[config.mk]
export PLATFORM = sky130hd
export DESIGN_NAME = ultrasonic_echo_ranger_core
export DESIGN_NICKNAME = d
export VERILOG_FILES = /design/src/rtl/uer_pkg.sv /design/src/rtl/ultrasonic_echo_ranger_core.sv /design/src/rtl/uer_skid.sv /design/src/rtl/uer_ctrl.sv /design/src/rtl/uer_div.sv
export SDC_FILE = /design/constraint.sdc
export NUM_CORES = 1
export LEC_CHECK = 0
export BUFFER_PORTS_ARGS = -buffer_cell sky130_fd_sc_hd__buf_4
export CORE_MARGIN = 5
export CORE_UTILIZATION = 60
export CTS_CLUSTER_SIZE = 14
export DETAILED_ROUTE_END_ITERATION = 7
export PLACE_DENSITY = 0.77
export SLEW_MARGIN = 20
export SYNTH_ARGS = -nofsm -noshare
export SYNTH_HDL_FRONTEND = slang
export SYNTH_SLANG_ARGS = --single-unit
[constraint.sdc]
create_clock -name clk -period 11.55 [get_ports clk]
set_input_delay 0.5775 -clock clk [delete_from_list [all_inputs] [get_ports clk]]
set_output_delay 0.5775 -clock clk [all_outputs]
set_load 0.01 [all_outputs]
[src/rtl/uer_pkg.sv]
// ----------------------------------------------------------------------------
// uer_pkg
// Shared types and constants of the ultrasonic echo ranger.
// ----------------------------------------------------------------------------
`default_nettype none

package uer_pkg;

  // default sizing
  localparam int SAMPLES_DEF   = 5;
  localparam int ECHO_BITS_DEF = 16;

  // fixed field widths
  localparam int TIMER_W   = 16;
  localparam int CFG_W     = 16;
  localparam int CFG_IDX_W = 4;
  localparam int DIST_W    = 15;

  localparam logic [DIST_W-1:0] DIST_MAX = 15'h7FFF;

  // register map
  localparam logic [CFG_IDX_W-1:0] REG_TRIGGER_TICKS = 4'd0;
  localparam logic [CFG_IDX_W-1:0] REG_SETTLE_TICKS  = 4'd1;

  localparam logic [CFG_W-1:0] TRIGGER_TICKS_RST = 16'd1000;
  localparam logic [CFG_W-1:0] SETTLE_TICKS_RST  = 16'd1000;

  // one input word
  typedef struct packed {
    logic start_req;
    logic echo;
  } uer_item_t;

  // per-tick status flags travelling down the result pipe
  typedef struct packed {
    logic trig;
    logic busy;
    logic done;
  } uer_flags_t;

endpackage

`default_nettype wire

[src/rtl/ultrasonic_echo_ranger_core.sv]
// ----------------------------------------------------------------------------
// ultrasonic_echo_ranger_core
// Ultrasonic echo ranger: one input word per microsecond tick, one result
// word per input word.
// ----------------------------------------------------------------------------
// Usage:
//   Input channel (in_valid/in_stall): one word per 1 us tick with
//   start_req and the sampled echo level. Output channel
//   (out_valid/out_stall): one word per input word with trig, busy_res,
//   done_res and distance_q4 (Q11.4 cm, average of SAMPLES echoes).
//   Config channel (cfg_valid/cfg_ready, always ready): index 0 is the
//   trigger time, index 1 the settle time, both in ticks; write only idle.
// Timing:
//   A word accepted from the input passes the sequencer stage, the
//   reciprocal multiply stage and the output stage to its result word.
//   Throughput is one word per cycle unless out_stall holds a result;
//   the sequencer updates its state in the cycle a word enters the pipe.
// Reset (rst, synchronous): sequencer idle, registers back to 1000 ticks,
//   published distance 0, pipe empty.
// Stall: while out_stall holds a valid result, the pipe freezes; one more
//   input word is absorbed by the input skid stage, then in_stall rises.
// ----------------------------------------------------------------------------
`default_nettype none

module ultrasonic_echo_ranger_core
  import uer_pkg::*;
#(
  parameter int SAMPLES   = SAMPLES_DEF,
  parameter int ECHO_BITS = ECHO_BITS_DEF
)(
  input  wire logic                 clk,
  input  wire logic                 rst,
  // configuration
  input  wire logic                 cfg_valid,
  output logic                      cfg_ready,
  input  wire logic [CFG_IDX_W-1:0] cfg_index,
  input  wire logic [CFG_W-1:0]     cfg_data,
  // input words
  input  wire logic                 in_valid,
  output logic                      in_stall,
  input  wire logic                 start_req,
  input  wire logic                 echo,
  // result words
  output logic                      out_valid,
  input  wire logic                 out_stall,
  output logic                      trig,
  output logic                      busy_res,
  output logic                      done_res,
  output logic [DIST_W-1:0]         distance_q4
);

  localparam int SW = ECHO_BITS + $clog2(SAMPLES);

  uer_item_t         in_word;
  uer_item_t         front_word;
  logic              front_valid;
  logic              adv;
  logic              s1_valid;
  uer_flags_t        s1_flags;
  logic [SW-1:0]     s1_sum;
  uer_flags_t        out_flags;

  // whole pipe moves unless a result is held by the receiver
  assign adv = !(out_valid && out_stall);

  assign in_word.start_req = start_req;
  assign in_word.echo      = echo;

  uer_skid u_skid (
    .clk         (clk),
    .rst         (rst),
    .in_valid    (in_valid),
    .in_stall    (in_stall),
    .in_word     (in_word),
    .adv         (adv),
    .front_valid (front_valid),
    .front_word  (front_word)
  );

  uer_ctrl #(
    .SAMPLES   (SAMPLES),
    .ECHO_BITS (ECHO_BITS)
  ) u_ctrl (
    .clk         (clk),
    .rst         (rst),
    .cfg_valid   (cfg_valid),
    .cfg_ready   (cfg_ready),
    .cfg_index   (cfg_index),
    .cfg_data    (cfg_data),
    .adv         (adv),
    .front_valid (front_valid),
    .front_word  (front_word),
    .s1_valid    (s1_valid),
    .s1_flags    (s1_flags),
    .s1_sum      (s1_sum)
  );

  uer_div #(
    .SAMPLES   (SAMPLES),
    .ECHO_BITS (ECHO_BITS)
  ) u_div (
    .clk       (clk),
    .rst       (rst),
    .adv       (adv),
    .s1_valid  (s1_valid),
    .s1_flags  (s1_flags),
    .s1_sum    (s1_sum),
    .out_valid (out_valid),
    .out_flags (out_flags),
    .out_dist  (distance_q4)
  );

  assign trig     = out_flags.trig;
  assign busy_res = out_flags.busy;
  assign done_res = out_flags.done;

endmodule

`default_nettype wire

[src/rtl/uer_skid.sv]
// ----------------------------------------------------------------------------
// uer_skid
// Input skid stage: holds one word while the pipe is stalled so that the
// stall seen by the sender is a plain register.
// ----------------------------------------------------------------------------
`default_nettype none

module uer_skid
  import uer_pkg::*;
(
  input  wire logic      clk,
  input  wire logic      rst,
  input  wire logic      in_valid,
  output logic           in_stall,
  input  wire uer_item_t in_word,
  input  wire logic      adv,
  output logic           front_valid,
  output uer_item_t      front_word
);

  logic      skid_valid;
  uer_item_t skid_word;

  assign in_stall    = skid_valid;
  assign front_valid = skid_valid | in_valid;
  assign front_word  = skid_valid ? skid_word : in_word;

  // capture the incoming word when the pipe does not move
  always_ff @(posedge clk) begin
    if (rst) begin
      skid_valid <= 1'b0;
    end else if (adv) begin
      skid_valid <= 1'b0;
    end else if (in_valid && !skid_valid) begin
      skid_valid <= 1'b1;
    end
  end

  always_ff @(posedge clk) begin
    if (!skid_valid && !adv) begin
      skid_word <= in_word;
    end
  end

endmodule

`default_nettype wire

[src/rtl/uer_ctrl.sv]
// ----------------------------------------------------------------------------
// uer_ctrl
// Measurement sequencer: trigger, echo wait, echo width count and settle
// pause, one tick per word, plus the configuration registers. Registers the
// per-tick flags and the running width sum into the first result stage.
// ----------------------------------------------------------------------------
`default_nettype none

module uer_ctrl
  import uer_pkg::*;
#(
  parameter int SAMPLES   = SAMPLES_DEF,
  parameter int ECHO_BITS = ECHO_BITS_DEF,
  localparam int SW = ECHO_BITS + $clog2(SAMPLES)
)(
  input  wire logic                 clk,
  input  wire logic                 rst,
  input  wire logic                 cfg_valid,
  output logic                      cfg_ready,
  input  wire logic [CFG_IDX_W-1:0] cfg_index,
  input  wire logic [CFG_W-1:0]     cfg_data,
  input  wire logic                 adv,
  input  wire logic                 front_valid,
  input  wire uer_item_t            front_word,
  output logic                      s1_valid,
  output uer_flags_t                s1_flags,
  output logic [SW-1:0]             s1_sum
);

  localparam int IW = $clog2(SAMPLES + 1);

  localparam logic [2:0] PH_IDLE = 3'd0;
  localparam logic [2:0] PH_TRIG = 3'd1;
  localparam logic [2:0] PH_WAIT = 3'd2;
  localparam logic [2:0] PH_MEAS = 3'd3;
  localparam logic [2:0] PH_SETL = 3'd4;

  logic [CFG_W-1:0]     trigger_ticks;
  logic [CFG_W-1:0]     settle_ticks;
  logic [2:0]           phase, phase_next;
  logic [TIMER_W-1:0]   phase_timer, phase_timer_next;
  logic [ECHO_BITS-1:0] echo_width, echo_width_next;
  logic [IW-1:0]        sample_index, sample_index_next;
  logic [SW-1:0]        width_sum, width_sum_next;
  uer_flags_t           flags_next;
  logic                 finish;
  logic                 take;

  assign cfg_ready = 1'b1;
  assign take      = front_valid & adv;

  // configuration registers
  always_ff @(posedge clk) begin
    if (rst) begin
      trigger_ticks <= TRIGGER_TICKS_RST;
      settle_ticks  <= SETTLE_TICKS_RST;
    end else if (cfg_valid) begin
      case (cfg_index)
        REG_TRIGGER_TICKS: trigger_ticks <= cfg_data;
        REG_SETTLE_TICKS:  settle_ticks  <= cfg_data;
        default: ;
      endcase
    end
  end

  // one tick of the sequencer
  always_comb begin
    phase_next        = phase;
    phase_timer_next  = phase_timer;
    echo_width_next   = echo_width;
    sample_index_next = sample_index;
    width_sum_next    = width_sum;
    flags_next        = '0;
    finish            = 1'b0;

    if (phase == PH_IDLE && front_word.start_req) begin
      phase_next        = PH_TRIG;
      phase_timer_next  = '0;
      sample_index_next = '0;
      width_sum_next    = '0;
      echo_width_next   = '0;
    end

    case (phase_next)
      PH_TRIG: begin
        flags_next.trig = 1'b1;
        if (phase_timer_next != '1) begin
          phase_timer_next = phase_timer_next + 1'b1;
        end
        if (phase_timer_next >= trigger_ticks) begin
          phase_next       = PH_WAIT;
          phase_timer_next = '0;
        end
      end
      PH_WAIT: begin
        if (front_word.echo) begin
          phase_next      = PH_MEAS;
          echo_width_next = ECHO_BITS'(1);
        end
      end
      PH_MEAS: begin
        if (front_word.echo) begin
          if (echo_width_next != '1) begin
            echo_width_next = echo_width_next + 1'b1;
          end
        end else begin
          width_sum_next  = width_sum_next + SW'(echo_width_next);
          echo_width_next = '0;
          if (settle_ticks == '0) begin
            finish = 1'b1;
          end else begin
            phase_next       = PH_SETL;
            phase_timer_next = '0;
          end
        end
      end
      PH_SETL: begin
        if (phase_timer_next != '1) begin
          phase_timer_next = phase_timer_next + 1'b1;
        end
        if (phase_timer_next >= settle_ticks) begin
          finish = 1'b1;
        end
      end
      PH_IDLE: ;
      default: phase_next = PH_IDLE;
    endcase

    // end of one measurement: next trigger or publish the average
    if (finish) begin
      phase_timer_next = '0;
      if (sample_index_next == IW'(SAMPLES - 1)) begin
        flags_next.done   = 1'b1;
        phase_next        = PH_IDLE;
        sample_index_next = '0;
      end else begin
        phase_next        = PH_TRIG;
        sample_index_next = sample_index_next + 1'b1;
      end
    end

    flags_next.busy = (phase_next != PH_IDLE);
  end

  // sequencer state
  always_ff @(posedge clk) begin
    if (rst) begin
      phase        <= PH_IDLE;
      phase_timer  <= '0;
      echo_width   <= '0;
      sample_index <= '0;
      width_sum    <= '0;
    end else if (take) begin
      phase        <= phase_next;
      phase_timer  <= phase_timer_next;
      echo_width   <= echo_width_next;
      sample_index <= sample_index_next;
      width_sum    <= width_sum_next;
    end
  end

  // first result stage
  always_ff @(posedge clk) begin
    if (rst) begin
      s1_valid <= 1'b0;
    end else if (adv) begin
      s1_valid <= front_valid;
    end
  end

  always_ff @(posedge clk) begin
    if (adv) begin
      s1_flags <= flags_next;
      s1_sum   <= width_sum_next;
    end
  end

endmodule

`default_nettype wire

[src/rtl/uer_div.sv]
// ----------------------------------------------------------------------------
// uer_div
// Average distance: sum*16/(58*SAMPLES) by reciprocal multiply, one
// multiply stage and one output stage holding the last published distance.
// ----------------------------------------------------------------------------
`default_nettype none

module uer_div
  import uer_pkg::*;
#(
  parameter int SAMPLES   = SAMPLES_DEF,
  parameter int ECHO_BITS = ECHO_BITS_DEF,
  localparam int SW = ECHO_BITS + $clog2(SAMPLES)
)(
  input  wire logic          clk,
  input  wire logic          rst,
  input  wire logic          adv,
  input  wire logic          s1_valid,
  input  wire uer_flags_t    s1_flags,
  input  wire logic [SW-1:0] s1_sum,
  output logic               out_valid,
  output uer_flags_t         out_flags,
  output logic [DIST_W-1:0]  out_dist
);

  // exact for any dividend below 2**XW with K = XW + clog2(DIV)
  localparam int          DIV   = 58 * SAMPLES;
  localparam int          DW    = $clog2(DIV);
  localparam int          XW    = SW + 4;
  localparam int          K     = XW + DW;
  localparam int          MW    = XW + 1;
  localparam logic [63:0] RECIP = ((64'd1 << K) + 64'(DIV) - 64'd1) / 64'(DIV);
  localparam int          PW    = SW + MW;
  localparam int          SH    = K - 4;
  localparam int          QW    = PW - SH;

  logic              s2_valid;
  uer_flags_t        s2_flags;
  logic [PW-1:0]     s2_prod;
  logic [QW-1:0]     quot;
  logic [31:0]       quot_ext;
  logic [DIST_W-1:0] quot_sat;
  logic [DIST_W-1:0] last_distance;

  // multiply stage
  always_ff @(posedge clk) begin
    if (rst) begin
      s2_valid <= 1'b0;
    end else if (adv) begin
      s2_valid <= s1_valid;
    end
  end

  always_ff @(posedge clk) begin
    if (adv) begin
      s2_flags <= s1_flags;
      s2_prod  <= PW'(s1_sum) * PW'(RECIP[MW-1:0]);
    end
  end

  // quotient with saturation
  assign quot     = s2_prod[PW-1:SH];
  assign quot_ext = 32'(quot);
  assign quot_sat = (quot_ext > 32'(DIST_MAX)) ? DIST_MAX : quot_ext[DIST_W-1:0];

  // output stage and published distance
  always_ff @(posedge clk) begin
    if (rst) begin
      out_valid     <= 1'b0;
      last_distance <= '0;
    end else if (adv) begin
      out_valid <= s2_valid;
      if (s2_valid && s2_flags.done) begin
        last_distance <= quot_sat;
      end
    end
  end

  always_ff @(posedge clk) begin
    if (adv) begin
      out_flags <= s2_flags;
      out_dist  <= s2_flags.done ? quot_sat : last_distance;
    end
  end

endmodule

`default_nettype wire

==> impl_results.rst, run 1 <==
.. list-table::
   :header-rows: 1

   * - Metric
     - Value
   * - Hpwl dp
     - 30.5 mm
   * - Required time worst endpoint
     - 11.73 ns
   * - Initial antenna violation count
     - 0
   * - Number of pins with negative max-slew slack in the final report
     - 0
   * - Io pins
     - 48
   * - Most common library cell in the layout ignoring fill and taps
     - sky130_fd_sc_hd__inv_1
   * - Quantity of hold-fixing buffers added after cts
     - 0
   * - Total setup buffers inserted after CTS
     - 0
   * - Worst Setup Slack, final
     - 4.80 ns
   * - Data arrival, critical path
     - between 6 and 7 ns
   * - Die height
     - 175 µm
   * - Worst supply voltage drop on vdd
     - 0.123 mV
   * - Largest stage delay on the critical path
     - approximately 0.8 ns
   * - Cell internal pwr
     - 0.00135 W
   * - Most frequent cells in the layout
     - sky130_fd_sc_hd__inv_1, sky130_fd_sc_hd__ha_1, sky130_fd_sc_hd__nand2_1, sky130_fd_sc_hd__fa_1, sky130_fd_sc_hd__dfxtp_1
   * - Slowest cell on the critical path
     - sky130_fd_sc_hd__fa_1
   * - Sum of negative setup slack
     - 0 ns
   * - Mapped Area
     - 0.0164 mm²
   * - Aggregate global routing overflow
     - 0
   * - Yosys warnings
     - 0
   * - Final antenna-violating net count
     - 0
   * - Reg power frac
     - 0.301
   * - Via count of the first global-routing pass
     - 12800
   * - Die X-Extent
     - between 150 and 200 µm
   * - Max Clock Freq
     - 0.148 GHz
   * - Total global routing track utilization
     - 0.258
   * - Fillers
     - roughly 2200
   * - Nets in the synthesized netlist
     - 2178
   * - Total Die Area
     - 0.0307 mm²
   * - Classification of the worst-slack hold path
     - input pin to flip-flop
   * - Average wire length per cell after detail routing
     - between 15 and 20 µm
   * - Utilization of the core after routing
     - 0.657
   * - Count of state elements after synthesis
     - 168
   * - Switching power as a share of total power
     - 0.400
   * - Maximum number of pins on one net before global-route repair
     - 78
   * - Path type of the worst setup path
     - flip-flop to flip-flop
   * - Unrepaired setup endpoints after global routing
     - no
   * - Ratio of total power to cell area
     - 128 mW/mm²
   * - Clock net sink count
     - 168
   * - Worst-case headroom to the max-slew limit
     - 0.383
   * - Vias after detailed routing
     - 12300
   * - Leakage Power
     - 8.85 nW
   * - Area growth from synthesis to layout
     - 7.83%
   * - Fin Clk Skew
     - 0.0250 ns
   * - Post-synth ARST share
     - 0
   * - Clock H-tree levels
     - 4
   * - Fraction of final layout cells sized beyond drive strength 1
     - 0.0788
   * - Worst hold slack
     - 0.324 ns
   * - Hold violation total from the final report
     - 0
   * - Placed Cells
     - 2112
   * - Routability congestion estimate from global placement
     - 0.980
   * - Clock latency reported for the late side of the worst-skew pair
     - 0.44 ns
   * - Residual DRC count
     - 0
   * - Synth Instances
     - 1768
   * - Number of standard-cell rows in the floorplan
     - 60
   * - Status
     - complete, no violations
   * - MaxCap Viol Count
     - 0
   * - CTS tree
     - yes
   * - Router iterations before antenna repair
     - 5
   * - Post-place setup slack
     - 4.83 ns
   * - Via count normalized by instance count
     - 5.74
   * - Time the worst path needs with I/O delays and setup
     - 6.75 ns
   * - Reg2Reg Setup Slack
     - 4.80 ns
   * - Port bufs
     - 46
   * - Count of instances resized after the clock tree is built
     - 0
   * - Area of the placeable core
     - around 0.027 mm²
   * - Post-CTS clock slew at the launch and capture registers of the worst setup and hold paths
     - 0.09 ns
   * - Post-synthesis area per instance
     - 9.26 µm²
   * - Starting density of the core
     - 0.609
   * - Final Setup Violations
     - 0
   * - Register area
     - 0.00396 mm²
   * - Type of destination of the critical path
     - flip-flop
   * - Wire length of the first global-routing pass
     - roughly 64 mm
   * - Maximum number of buffers from clock root to sink
     - 2
   * - Detailed-route wire length
     - 38.3 mm
   * - Number of distinct standard cells referenced by the synthesized netlist
     - 87
   * - Fraction of the cycle the final worst path needs
     - 0.585
   * - Clock root buffer
     - sky130_fd_sc_hd__clkbuf_16
   * - Proportion of synthesized chip area in sequential cells
     - 0.242
   * - Total clock buffers created by CTS
     - 17
   * - Worst-path cell chain
     - fa_1 > inv_1 > fa_1 > inv_1 > fa_1 > fa_1 > fa_1 > inv_1 > fa_1 > inv_1 > ha_1 > a21oi_1 > nor2b_1 > or4_1 > o21ai_0 > nand3b_2 > a21o_1 > a311o_1 > o311a_1
   * - Finished Layout Cells
     - around 2100
   * - Worst-Margin Slew
     - roughly 0.9 ns
   * - Net count reported at finish
     - 2200
   * - Power spent charging and discharging nets
     - between 0.0009 and 0.001 W
   * - Primary flip-flop cell chosen by synthesis mapping
     - sky130_fd_sc_hd__dfxtp_1
   * - Starting DRC count in detailed routing
     - approximately 750
   * - Clock group share of total power
     - 0.278
   * - # diodes
     - 0
   * - Worst Path Max Fanout
     - 7
   * - Multi-input logic area
     - 0.0109 mm²
   * - Combinational group share of total power
     - 0.421
   * - Most used cell along the critical path
     - sky130_fd_sc_hd__fa_1
   * - Number of flops mapped to enable cells by yosys
     - 60
   * - Launching element type of the critical path
     - flip-flop
Yosys cell counts (all sizes together), types with 22 or more instances:
cell type / count / area share
inv: 338 / 0.078
ha: 225 / 0.17
nand2: 184 / 0.042
fa: 158 / 0.19
dfxtp: 108 / 0.13
a21oi: 104 / 0.032
nor2: 85 / 0.020
o21ai: 68 / 0.021
edfxtp: 60 / 0.11
clkbuf: 35 / 0.0081
a21o: 34 / 0.016
and2: 27 / 0.010
nand3: 22 / 0.0070
xor2: 22 / 0.012
metrics by stage:
step                power, W  cell area (µm²)
global placement     0.00161            17000
CTS                  0.00227            17600
global route         0.00244            17600
finish               0.00225            17600
floorplan            0.00139            16400
detailed placement   0.00163            17000
routing by layer:
layer | GRT usage | part of all wire | wire length, µm
met3 | 0.0415 | 0.050 | 1910
met2 | 0.455 | 0.51 | 19300
met5 | 0 | 0 | 0
met4 | 0.0727 | 0.028 | 1080
met1 | 0.330 | 0.42 | 16000
worst paths after layout:
| path | cells past startpoint | startpoint | end |
|---|---|---|---|
| worst max-delay path | 19 | u_ctrl.s1_sum[16] | u_div.s2_prod[37] |
| worst min-delay path | 1 | echo | u_skid.skid_word[0] |
| worst max register to register | 19 | u_ctrl.s1_sum[16] | u_div.s2_prod[37] |
| worst min register to register | 0 | u_ctrl.s1_flags[2] | u_div.s2_flags[2] |
power groups by stage:
stage / registers, W / clock network [W] / logic, W
after floorplan: 0.000684 / 0 / 0.000704
after global placement: 0.000689 / 0 / 0.000918
after detailed placement: 0.000691 / 0 / 0.000944
after CTS: 0.000678 / 0.000637 / 0.000955
after global routing: 0.000682 / 0.000664 / 0.00110
final: 0.000678 / 0.000627 / 0.000949
cell type report:
cell class,instances,share of cell area
multi-input cells,1212,0.620
flip-flops and latches,168,0.225
inverters,338,0.0719
well taps,341,0.0242
clock buffers,17,0.0241
repair buffers,53,0.0225
clock inverters,15,0.0128
registers in the layout, summed over array words and instances (netlist names), 15 cells and up:
name	cells
u_ctrl.echo_width	16
u_ctrl.phase_timer	16
u_ctrl.s1_sum	19
u_ctrl.settle_ticks	16
u_ctrl.trigger_ticks	16
u_ctrl.width_sum	19
u_div.last_distance	15
u_div.out_dist	15
u_div.s2_prod	15
cells by family (layout without fill, tap and decap cells):
| kind of cell | after synthesis | in the layout | synth area share |
|---|---|---|---|
| adder cells (fa/ha/maj) | 383 | 383 | 0.365 |
| AND/OR/NAND/NOR | 424 | 424 | 0.122 |
| other | 1 | 1 | 0.000229 |
| buffers and inverters | 388 | 423 | 0.0904 |
| flip-flops | 168 | 168 | 0.242 |
| multiplexers | 26 | 26 | 0.0180 |
| XOR/XNOR | 42 | 42 | 0.0225 |
| AO/OA/AOI/OAI | 336 | 336 | 0.139 |
critical path, delay by kind of cell (launching register included):
family	cells	cell delay, ns
buf+inv	4	0.31
compound gates	5	1.26
simple gates	3	0.64
fa+ha+maj	7	3.79
flops	1	0.53
(Power assumes the default switching activity.)
==> run 2: changes to the inputs <==
CORE_UTILIZATION = 58   (was 60)
PLACE_DENSITY = 0.78   (was 0.77)
clock period = 6.2 ns   (was 11.55 ns; I/O delays follow)
==> run 2 against run 1 <==
Hold slack got worse by 0.26 ns. First-iteration DRC count rose by 14%. Largest power group unchanged. Worst setup slack got worse by 4.7 ns. Total power rose by 98%. Non-clock buffer count rose by 51. Largest cell class unchanged. Die area rose by 3.3%. Register-to-register slack got worse by 4.7 ns. Wire length rose by 2.6%.
==> impl_results.rst, run 2 (same netlist as run 1, synthesis figures left out) <==
.. list-table::
   :header-rows: 1

   * - Metric
     - Value
   * - Status
     - complete, no violations
   * - Final total power
     - between 0.004 and 0.005 W
   * - Highest layer used for signal routing
     - met4
   * - # diodes
     - 0
   * - Required time worst endpoint
     - 6.40 ns
   * - Net count reported at finish
     - between 2000 and 2500
   * - MaxCap Viol Count
     - 0
   * - Starting DRC count in detailed routing
     - 857
   * - Router iterations before antenna repair
     - 5
   * - Average wire length per cell after detail routing
     - 17.6 µm
   * - Worst Path Max Fanout
     - 4
   * - Path type of the worst setup path
     - flip-flop to flip-flop
   * - Via count of the first global-routing pass
     - 12900
   * - Vias after detailed routing
     - 12500
   * - Clock latency reported for the late side of the worst-skew pair
     - 0.44 ns
   * - Worst supply voltage drop on vdd
     - 0.157 mV
   * - Detailed-route wire length
     - 39.3 mm
   * - Maximum number of buffers from clock root to sink
     - 2
   * - Area of the placeable core
     - 0.0279 mm²
   * - CTS tree
     - yes
   * - Aggregate global routing overflow
     - 0
   * - Total Die Area
     - 0.0317 mm²
   * - Number of standard-cell rows in the floorplan
     - 61
   * - Clock H-tree levels
     - 4
   * - Wire length of the first global-routing pass
     - roughly 64 mm
   * - Area growth from synthesis to layout
     - 11.6%
   * - Leakage Power
     - 9.07 nW
   * - Die height
     - 178 µm
   * - Met3 wire len
     - 1.73 mm
   * - Classification of the worst-slack hold path
     - input pin to flip-flop
   * - Post-DP Area
     - 0.0173 mm²
   * - Quantity of hold-fixing buffers added after cts
     - 0
   * - Starting density of the core
     - 0.587
   * - Ratio of total power to cell area
     - 244 mW/mm²
   * - Most frequent cells in the layout
     - sky130_fd_sc_hd__inv_1, sky130_fd_sc_hd__ha_1, sky130_fd_sc_hd__nand2_1, sky130_fd_sc_hd__fa_1, sky130_fd_sc_hd__dfxtp_1
   * - Io pins
     - 48
   * - Type of destination of the critical path
     - flip-flop
   * - Residual DRC count
     - 0
   * - Number of pins with negative max-slew slack in the final report
     - 0
   * - Final antenna-violating net count
     - 0
   * - Sum of negative setup slack
     - 0 ns
   * - Worst-Margin Slew
     - approximately 0.92 ns
   * - Post-route cell area
     - 0.0183 mm²
   * - Routability congestion estimate from global placement
     - 0.968
   * - Hold violation total from the final report
     - 0
   * - Clock net sink count
     - 168
   * - Final Setup Violations
     - 0
   * - Worst hold slack
     - between 0.05 and 0.06 ns
   * - Regs by FF count
     - u_ctrl.s1_sum (19), u_ctrl.width_sum (19)
   * - Port bufs
     - 46
   * - Time the worst path needs with I/O delays and setup
     - 6.09 ns
   * - Initial antenna violation count
     - 0
   * - Total clock buffers created by CTS
     - 17
   * - Met1 layer wirelength in the final routing
     - roughly 17 mm
   * - Die X-Extent
     - about 180 µm
   * - Post-CTS clock slew at the launch and capture registers of the worst setup and hold paths
     - 0.09 ns
   * - Max Clock Freq
     - 0.164 GHz
   * - Total global routing track utilization
     - 0.253
   * - Hpwl dp
     - slightly above 30 mm
   * - Fraction of the cycle the final worst path needs
     - 0.983
   * - Worst-case headroom to the max-slew limit
     - 0.385
   * - Maximum number of pins on one net before global-route repair
     - slightly below 80
   * - Most common library cell in the layout ignoring fill and taps
     - sky130_fd_sc_hd__inv_1
   * - Fraction of final layout cells sized beyond drive strength 1
     - 0.125
   * - Launching element type of the critical path
     - flip-flop
   * - Met2 wirelength from detailed routing
     - approximately 20 mm
   * - Clock root buffer
     - sky130_fd_sc_hd__clkbuf_16
   * - Fin Clk Skew
     - approximately 0.023 ns
   * - Via count normalized by instance count
     - 5.62
   * - Data arrival, critical path
     - 6.29 ns
[run 2: cell types whose count changed in the layout (fill, tap and decap cells not counted), moves of 3 or more]
| cell | delta |
|---|---|
| sky130_fd_sc_hd__buf_4 | +48 |
| sky130_fd_sc_hd__inv_1 | -9 |
| sky130_fd_sc_hd__inv_2 | +9 |
| sky130_fd_sc_hd__fa_1 | -8 |
| sky130_fd_sc_hd__fa_2 | +8 |
| sky130_fd_sc_hd__ha_1 | -8 |
| sky130_fd_sc_hd__ha_4 | +7 |
| sky130_fd_sc_hd__a21oi_1 | -6 |
| sky130_fd_sc_hd__a21oi_2 | +6 |
| sky130_fd_sc_hd__o21ai_0 | -5 |
| sky130_fd_sc_hd__buf_6 | +3 |
[run 2: report_power, final]
group          switching, W  internal [W]  leakage [nW]
clock network      0.000560      0.000582         0.308
logic               0.00119      0.000883          7.19
registers         0.0000369       0.00122          1.57
[run 2: worst paths after layout]
| path | from | cells after the start | endpoint | slack, ns |
|---|---|---|---|---|
| min | echo | 1 | u_skid.skid_word[0] | 0.06 |
| max reg2reg | u_ctrl.s1_sum[18] | 19 | u_div.s2_prod[37] | 0.11 |
| max | u_ctrl.s1_sum[18] | 19 | u_div.s2_prod[37] | 0.11 |
| min reg2reg | u_ctrl.s1_flags[2] | 0 | u_div.s2_flags[2] | 0.42 |
[run 2: per-stage QoR]
| stage | worst slack, ns | std cells | utilization |
|---|---|---|---|
| 4_1_cts | 0.00824 | 2220 | 0.646 |
| 2_1_floorplan | 0.0226 | 1768 | - |
| 5_1_grt | -0.0412 | 2232 | 0.656 |
| 3_5_place_dp | -0.139 | 2187 | 0.622 |
| 6_report | 0.108 | 2232 | 0.656 |
| 3_3_place_gp | -0.0163 | 2187 | 0.622 |
[run 2: critical path, stage by stage, from the launching register on]
cell and delay [ns]:
sky130_fd_sc_hd__edfxtp_1 0.43, sky130_fd_sc_hd__fa_2 0.57, sky130_fd_sc_hd__buf_6 0.17, sky130_fd_sc_hd__fa_1 0.48
sky130_fd_sc_hd__inv_2 0.05, sky130_fd_sc_hd__fa_1 0.59, sky130_fd_sc_hd__inv_2 0.05, sky130_fd_sc_hd__fa_1 0.53
sky130_fd_sc_hd__inv_1 0.05, sky130_fd_sc_hd__fa_1 0.46, sky130_fd_sc_hd__fa_1 0.49, sky130_fd_sc_hd__inv_1 0.04
sky130_fd_sc_hd__ha_1 0.29, sky130_fd_sc_hd__nor2b_1 0.14, sky130_fd_sc_hd__or4_4 0.53, sky130_fd_sc_hd__o21ai_4 0.20
sky130_fd_sc_hd__nand3b_4 0.12, sky130_fd_sc_hd__a21o_1 0.19, sky130_fd_sc_hd__a311o_1 0.35, sky130_fd_sc_hd__o311a_1 0.12
[run 2: area by class of cell]
class                      instances  area (µm²)
timing repair buffer             104         792
clock buffer                      18         450
fill                            2209        9600
clock inverter                    14         188
multi-input combinational       1212       11100
sequential                       168        3960
tap                              378         473
inverter                         338        1270
[run 2: metal layers]
metal  GRT usage  vias up
li1            -     6057
met1       0.331     6070
met2       0.440      342
met3      0.0316       70
met4      0.0793        0
met5           0        -
[run 2: repair_timing]
item / in CTS / in global routing
setup endpoints to repair: 2 / 12
buffers inserted: 1 / 12
pin swaps: 1 / 37
resized for setup: 5 / 44
==> run 3: changes to the inputs <==
CORE_UTILIZATION = 60   (was 58)
PLACE_DENSITY = 0.77   (was 0.78)
clock period = 5.83 ns   (was 6.2 ns; I/O delays follow)
==> run 3 against run 2 <==
The flow now finishes with violations (negative setup slack). Count of clock-buffer cells in the layout stayed put. Highest routed layer unchanged. Design area grew 1.9%. Final cell count shrank 0.36%. Largest power group unchanged. Utilization up 3.7 points. Die area fell by 3.1%. Sequential cell count unchanged. Clock skew decreased by 0.0047 ns. Global-route usage increased by 1.4 points.
==> impl_results.rst, run 3 (same netlist as run 1, synthesis figures left out) <==
.. list-table::
   :header-rows: 1

   * - Metric
     - Value
   * - Status
     - finished with violations
   * - Violations in the final reports
     - negative setup slack
   * - Hpwl dp
     - 31.4 mm
   * - Global Route met3 Usage
     - 0.0329
   * - Ratio of total power to cell area
     - 268 mW/mm²
   * - Router iterations before antenna repair
     - 7
   * - Worst Setup Slack, final
     - -0.0818 ns
   * - Wire length of the first global-routing pass
     - 66.2 mm
   * - Via count normalized by instance count
     - 5.70
   * - Met2 layer usage reported by global route
     - 0.471
   * - Die X-Extent
     - 175 µm
   * - Die height
     - 175 µm
   * - Combinational group share of total power
     - 0.494
   * - Most used routing layer
     - met2
   * - Net count reported at finish
     - 2280
   * - Clock group share of total power
     - 0.240
   * - Number of standard-cell rows in the floorplan
     - 60
   * - # diodes
     - 0
   * - Global routing usage on met1
     - 0.349
   * - Time the worst path needs with I/O delays and setup
     - 5.91 ns
   * - Residual DRC count
     - 0
   * - MaxCap Viol Count
     - 0
   * - Clock H-tree levels
     - 4
   * - Worst-case headroom to the max-slew limit
     - 0.384
   * - Port bufs
     - 46
   * - Sum of negative setup slack
     - -0.171 ns
   * - Cell internal pwr
     - 0.00302 W
   * - Area growth from synthesis to layout
     - 13.7%
   * - Reg power frac
     - 0.267
   * - Final total power
     - 0.00499 W
   * - Switching power as a share of total power
     - 0.394
   * - Io pins
     - 48
   * - Reg2Reg Setup Slack
     - -0.08 ns
   * - Utilization of the core after routing
     - 0.692
   * - Final Setup Violations
     - 4
   * - Worst-Margin Slew
     - 0.922 ns
   * - Post-CTS clock slew at the launch and capture registers of the worst setup and hold paths
     - about 0.080 ns
   * - Worst Hold Launch
     - echo
   * - Reg-to-reg critical path endpoint
     - u_div.s2_prod[29]
   * - Total Die Area
     - between 0.03 and 0.04 mm²
   * - Power spent charging and discharging nets
     - 0.00197 W
   * - Fraction of final layout cells sized beyond drive strength 1
     - 0.155
   * - CTS tree
     - yes
   * - Vias after detailed routing
     - roughly 13000
   * - Worst Path Max Fanout
     - 4
   * - Total global routing track utilization
     - 0.267
   * - Number of pins with negative max-slew slack in the final report
     - 0
   * - Total clock buffers created by CTS
     - 17
   * - Critical Path Sink
     - u_div.s2_prod[29]
   * - Via count of the first global-routing pass
     - 13000
   * - Data arrival, critical path
     - 6.12 ns
   * - Unrepaired setup endpoints after global routing
     - yes
   * - Worst setup startpoint
     - u_ctrl.s1_sum[9]
   * - Final antenna-violating net count
     - 0
   * - Quantity of hold-fixing buffers added after cts
     - 0
   * - Reg2Reg Depth
     - 19
   * - Launching element type of the critical path
     - flip-flop
   * - Fraction of the cycle the final worst path needs
     - 1.01
   * - Maximum number of pins on one net before global-route repair
     - 78
   * - Worst supply voltage drop on vdd
     - around 0.21 mV
   * - Aggregate global routing overflow
     - 0
   * - Path type of the worst setup path
     - flip-flop to flip-flop
   * - Type of destination of the critical path
     - flip-flop
   * - Detailed-route wire length
     - 40.2 mm
   * - Regs by FF count
     - u_ctrl.s1_sum (19), u_ctrl.width_sum (19)
   * - Starting density of the core
     - 0.609
   * - Classification of the worst-slack hold path
     - input pin to flip-flop
   * - Required time worst endpoint
     - 6.04 ns
   * - Hold violation total from the final report
     - 0
   * - Most frequent cells in the layout
     - sky130_fd_sc_hd__inv_1, sky130_fd_sc_hd__ha_1, sky130_fd_sc_hd__nand2_1, sky130_fd_sc_hd__fa_1, sky130_fd_sc_hd__buf_4
   * - Fillers
     - 2028
   * - Max Clock Freq
     - 0.169 GHz
   * - Initial antenna violation count
     - 0
   * - Clock latency reported for the late side of the worst-skew pair
     - roughly 0.45 ns
   * - Most common library cell in the layout ignoring fill and taps
     - sky130_fd_sc_hd__inv_1
   * - Starting DRC count in detailed routing
     - approximately 840
   * - Routability congestion estimate from global placement
     - 0.942
   * - Clock root buffer
     - sky130_fd_sc_hd__clkbuf_16
   * - Maximum number of buffers from clock root to sink
     - 2
   * - Area of the placeable core
     - 0.0269 mm²
   * - Clock net sink count
     - 168
   * - Leakage Power
     - 9.20 nW
   * - Fin Clk Skew
     - around 0.018 ns
   * - Reg-to-reg critical path startpoint
     - u_ctrl.s1_sum[9]
   * - Average wire length per cell after detail routing
     - 18.1 µm
-- run 3: changes by cell type in the layout (fill, tap and decap cells not counted), moves of 3 or more --
cell                       previous run  this run
sky130_fd_sc_hd__clkinv_8             4         1
sky130_fd_sc_hd__o21ai_0             59        56
sky130_fd_sc_hd__fa_2                 8        12
sky130_fd_sc_hd__ha_4                 7        16
sky130_fd_sc_hd__inv_8                2         7
sky130_fd_sc_hd__inv_12               4         1
sky130_fd_sc_hd__ha_1               217       207
sky130_fd_sc_hd__fa_1               150       146
sky130_fd_sc_hd__a21oi_1             96        93
sky130_fd_sc_hd__inv_1              329       322
sky130_fd_sc_hd__inv_2                9        15
sky130_fd_sc_hd__buf_4              101       130
-- run 3: layout make-up --
type	instances	area (µm²)	share of cell area
multi-input combinational	1212	11300	0.609
inverter	338	1270	0.0683
clock inverter	14	173	0.00928
tap	341	427	0.0229
clock buffer	18	439	0.0236
sequential	168	3960	0.213
timing repair buffer	133	1010	0.0543
-- run 3: power by group through the flow --
stage / combinational [W] / sequential (W) / clock [W]
finish: 0.00246 / 0.00133 / 0.00120
global route: 0.00277 / 0.00134 / 0.00126
CTS: 0.00225 / 0.00133 / 0.00121
detailed placement: 0.00215 / 0.00136 / 0
global placement: 0.00208 / 0.00135 / 0
floorplan: 0.00151 / 0.00136 / 0
-- run 3: worst max-delay path: stages, from the launching register on --
cell	delay [ns]
sky130_fd_sc_hd__edfxtp_1	0.43
sky130_fd_sc_hd__fa_2	0.60
sky130_fd_sc_hd__fa_1	0.58
sky130_fd_sc_hd__inv_1	0.06
sky130_fd_sc_hd__fa_1	0.49
sky130_fd_sc_hd__inv_1	0.05
sky130_fd_sc_hd__fa_1	0.46
sky130_fd_sc_hd__fa_1	0.54
sky130_fd_sc_hd__inv_1	0.05
sky130_fd_sc_hd__fa_1	0.51
sky130_fd_sc_hd__inv_2	0.05
sky130_fd_sc_hd__ha_4	0.24
sky130_fd_sc_hd__nand4_1	0.15
sky130_fd_sc_hd__o21ai_1	0.11
sky130_fd_sc_hd__o21ba_4	0.21
sky130_fd_sc_hd__or4_1	0.50
sky130_fd_sc_hd__a211o_1	0.28
sky130_fd_sc_hd__a21oi_2	0.14
sky130_fd_sc_hd__o21bai_1	0.08
sky130_fd_sc_hd__xor2_1	0.14
-- run 3: stage by stage --
stage	instance area (µm²)	setup slack (ns)	hold slack, ns	cells
after floorplan	16500	-0.0221	0.390	1768
after global placement	17600	-0.0813	0.405	2181
after detailed placement	17600	-0.172	0.407	2181
after CTS	18300	-0.0866	0.0355	2216
after global routing	18600	-0.263	0.0442	2224
final	18600	-0.0818	0.0430	2224
-- run 3: worst min-delay path by stage --
stage / end / slack, ns / depth (start not counted)
floorplan: u_skid.skid_word[0] / 0.39 / 0
global placement: u_div.s2_flags[2] / 0.41 / 0
detailed placement: u_div.s2_flags[2] / 0.41 / 0
CTS: u_skid.skid_word[0] / 0.04 / 1
global route: u_skid.skid_word[1] / 0.04 / 1
finish: u_skid.skid_word[0] / 0.04 / 1
-- run 3: timing repair --
item / in CTS / in global routing
buffers inserted: 3 / 8
hold endpoints to repair: 0 / 0
gates resized for setup: 22 / 44
pin swaps: 23 / 37
endpoints found under the setup margin: 12 / 12
-- run 3: routing by layer --
layer	routed length [µm]	vias to the layer above	share of wire
met5	0	-	0
met1	17500	6174	0.44
li1	-	6117	-
met4	936	0	0.023
met2	20000	321	0.50
met3	1770	64	0.044
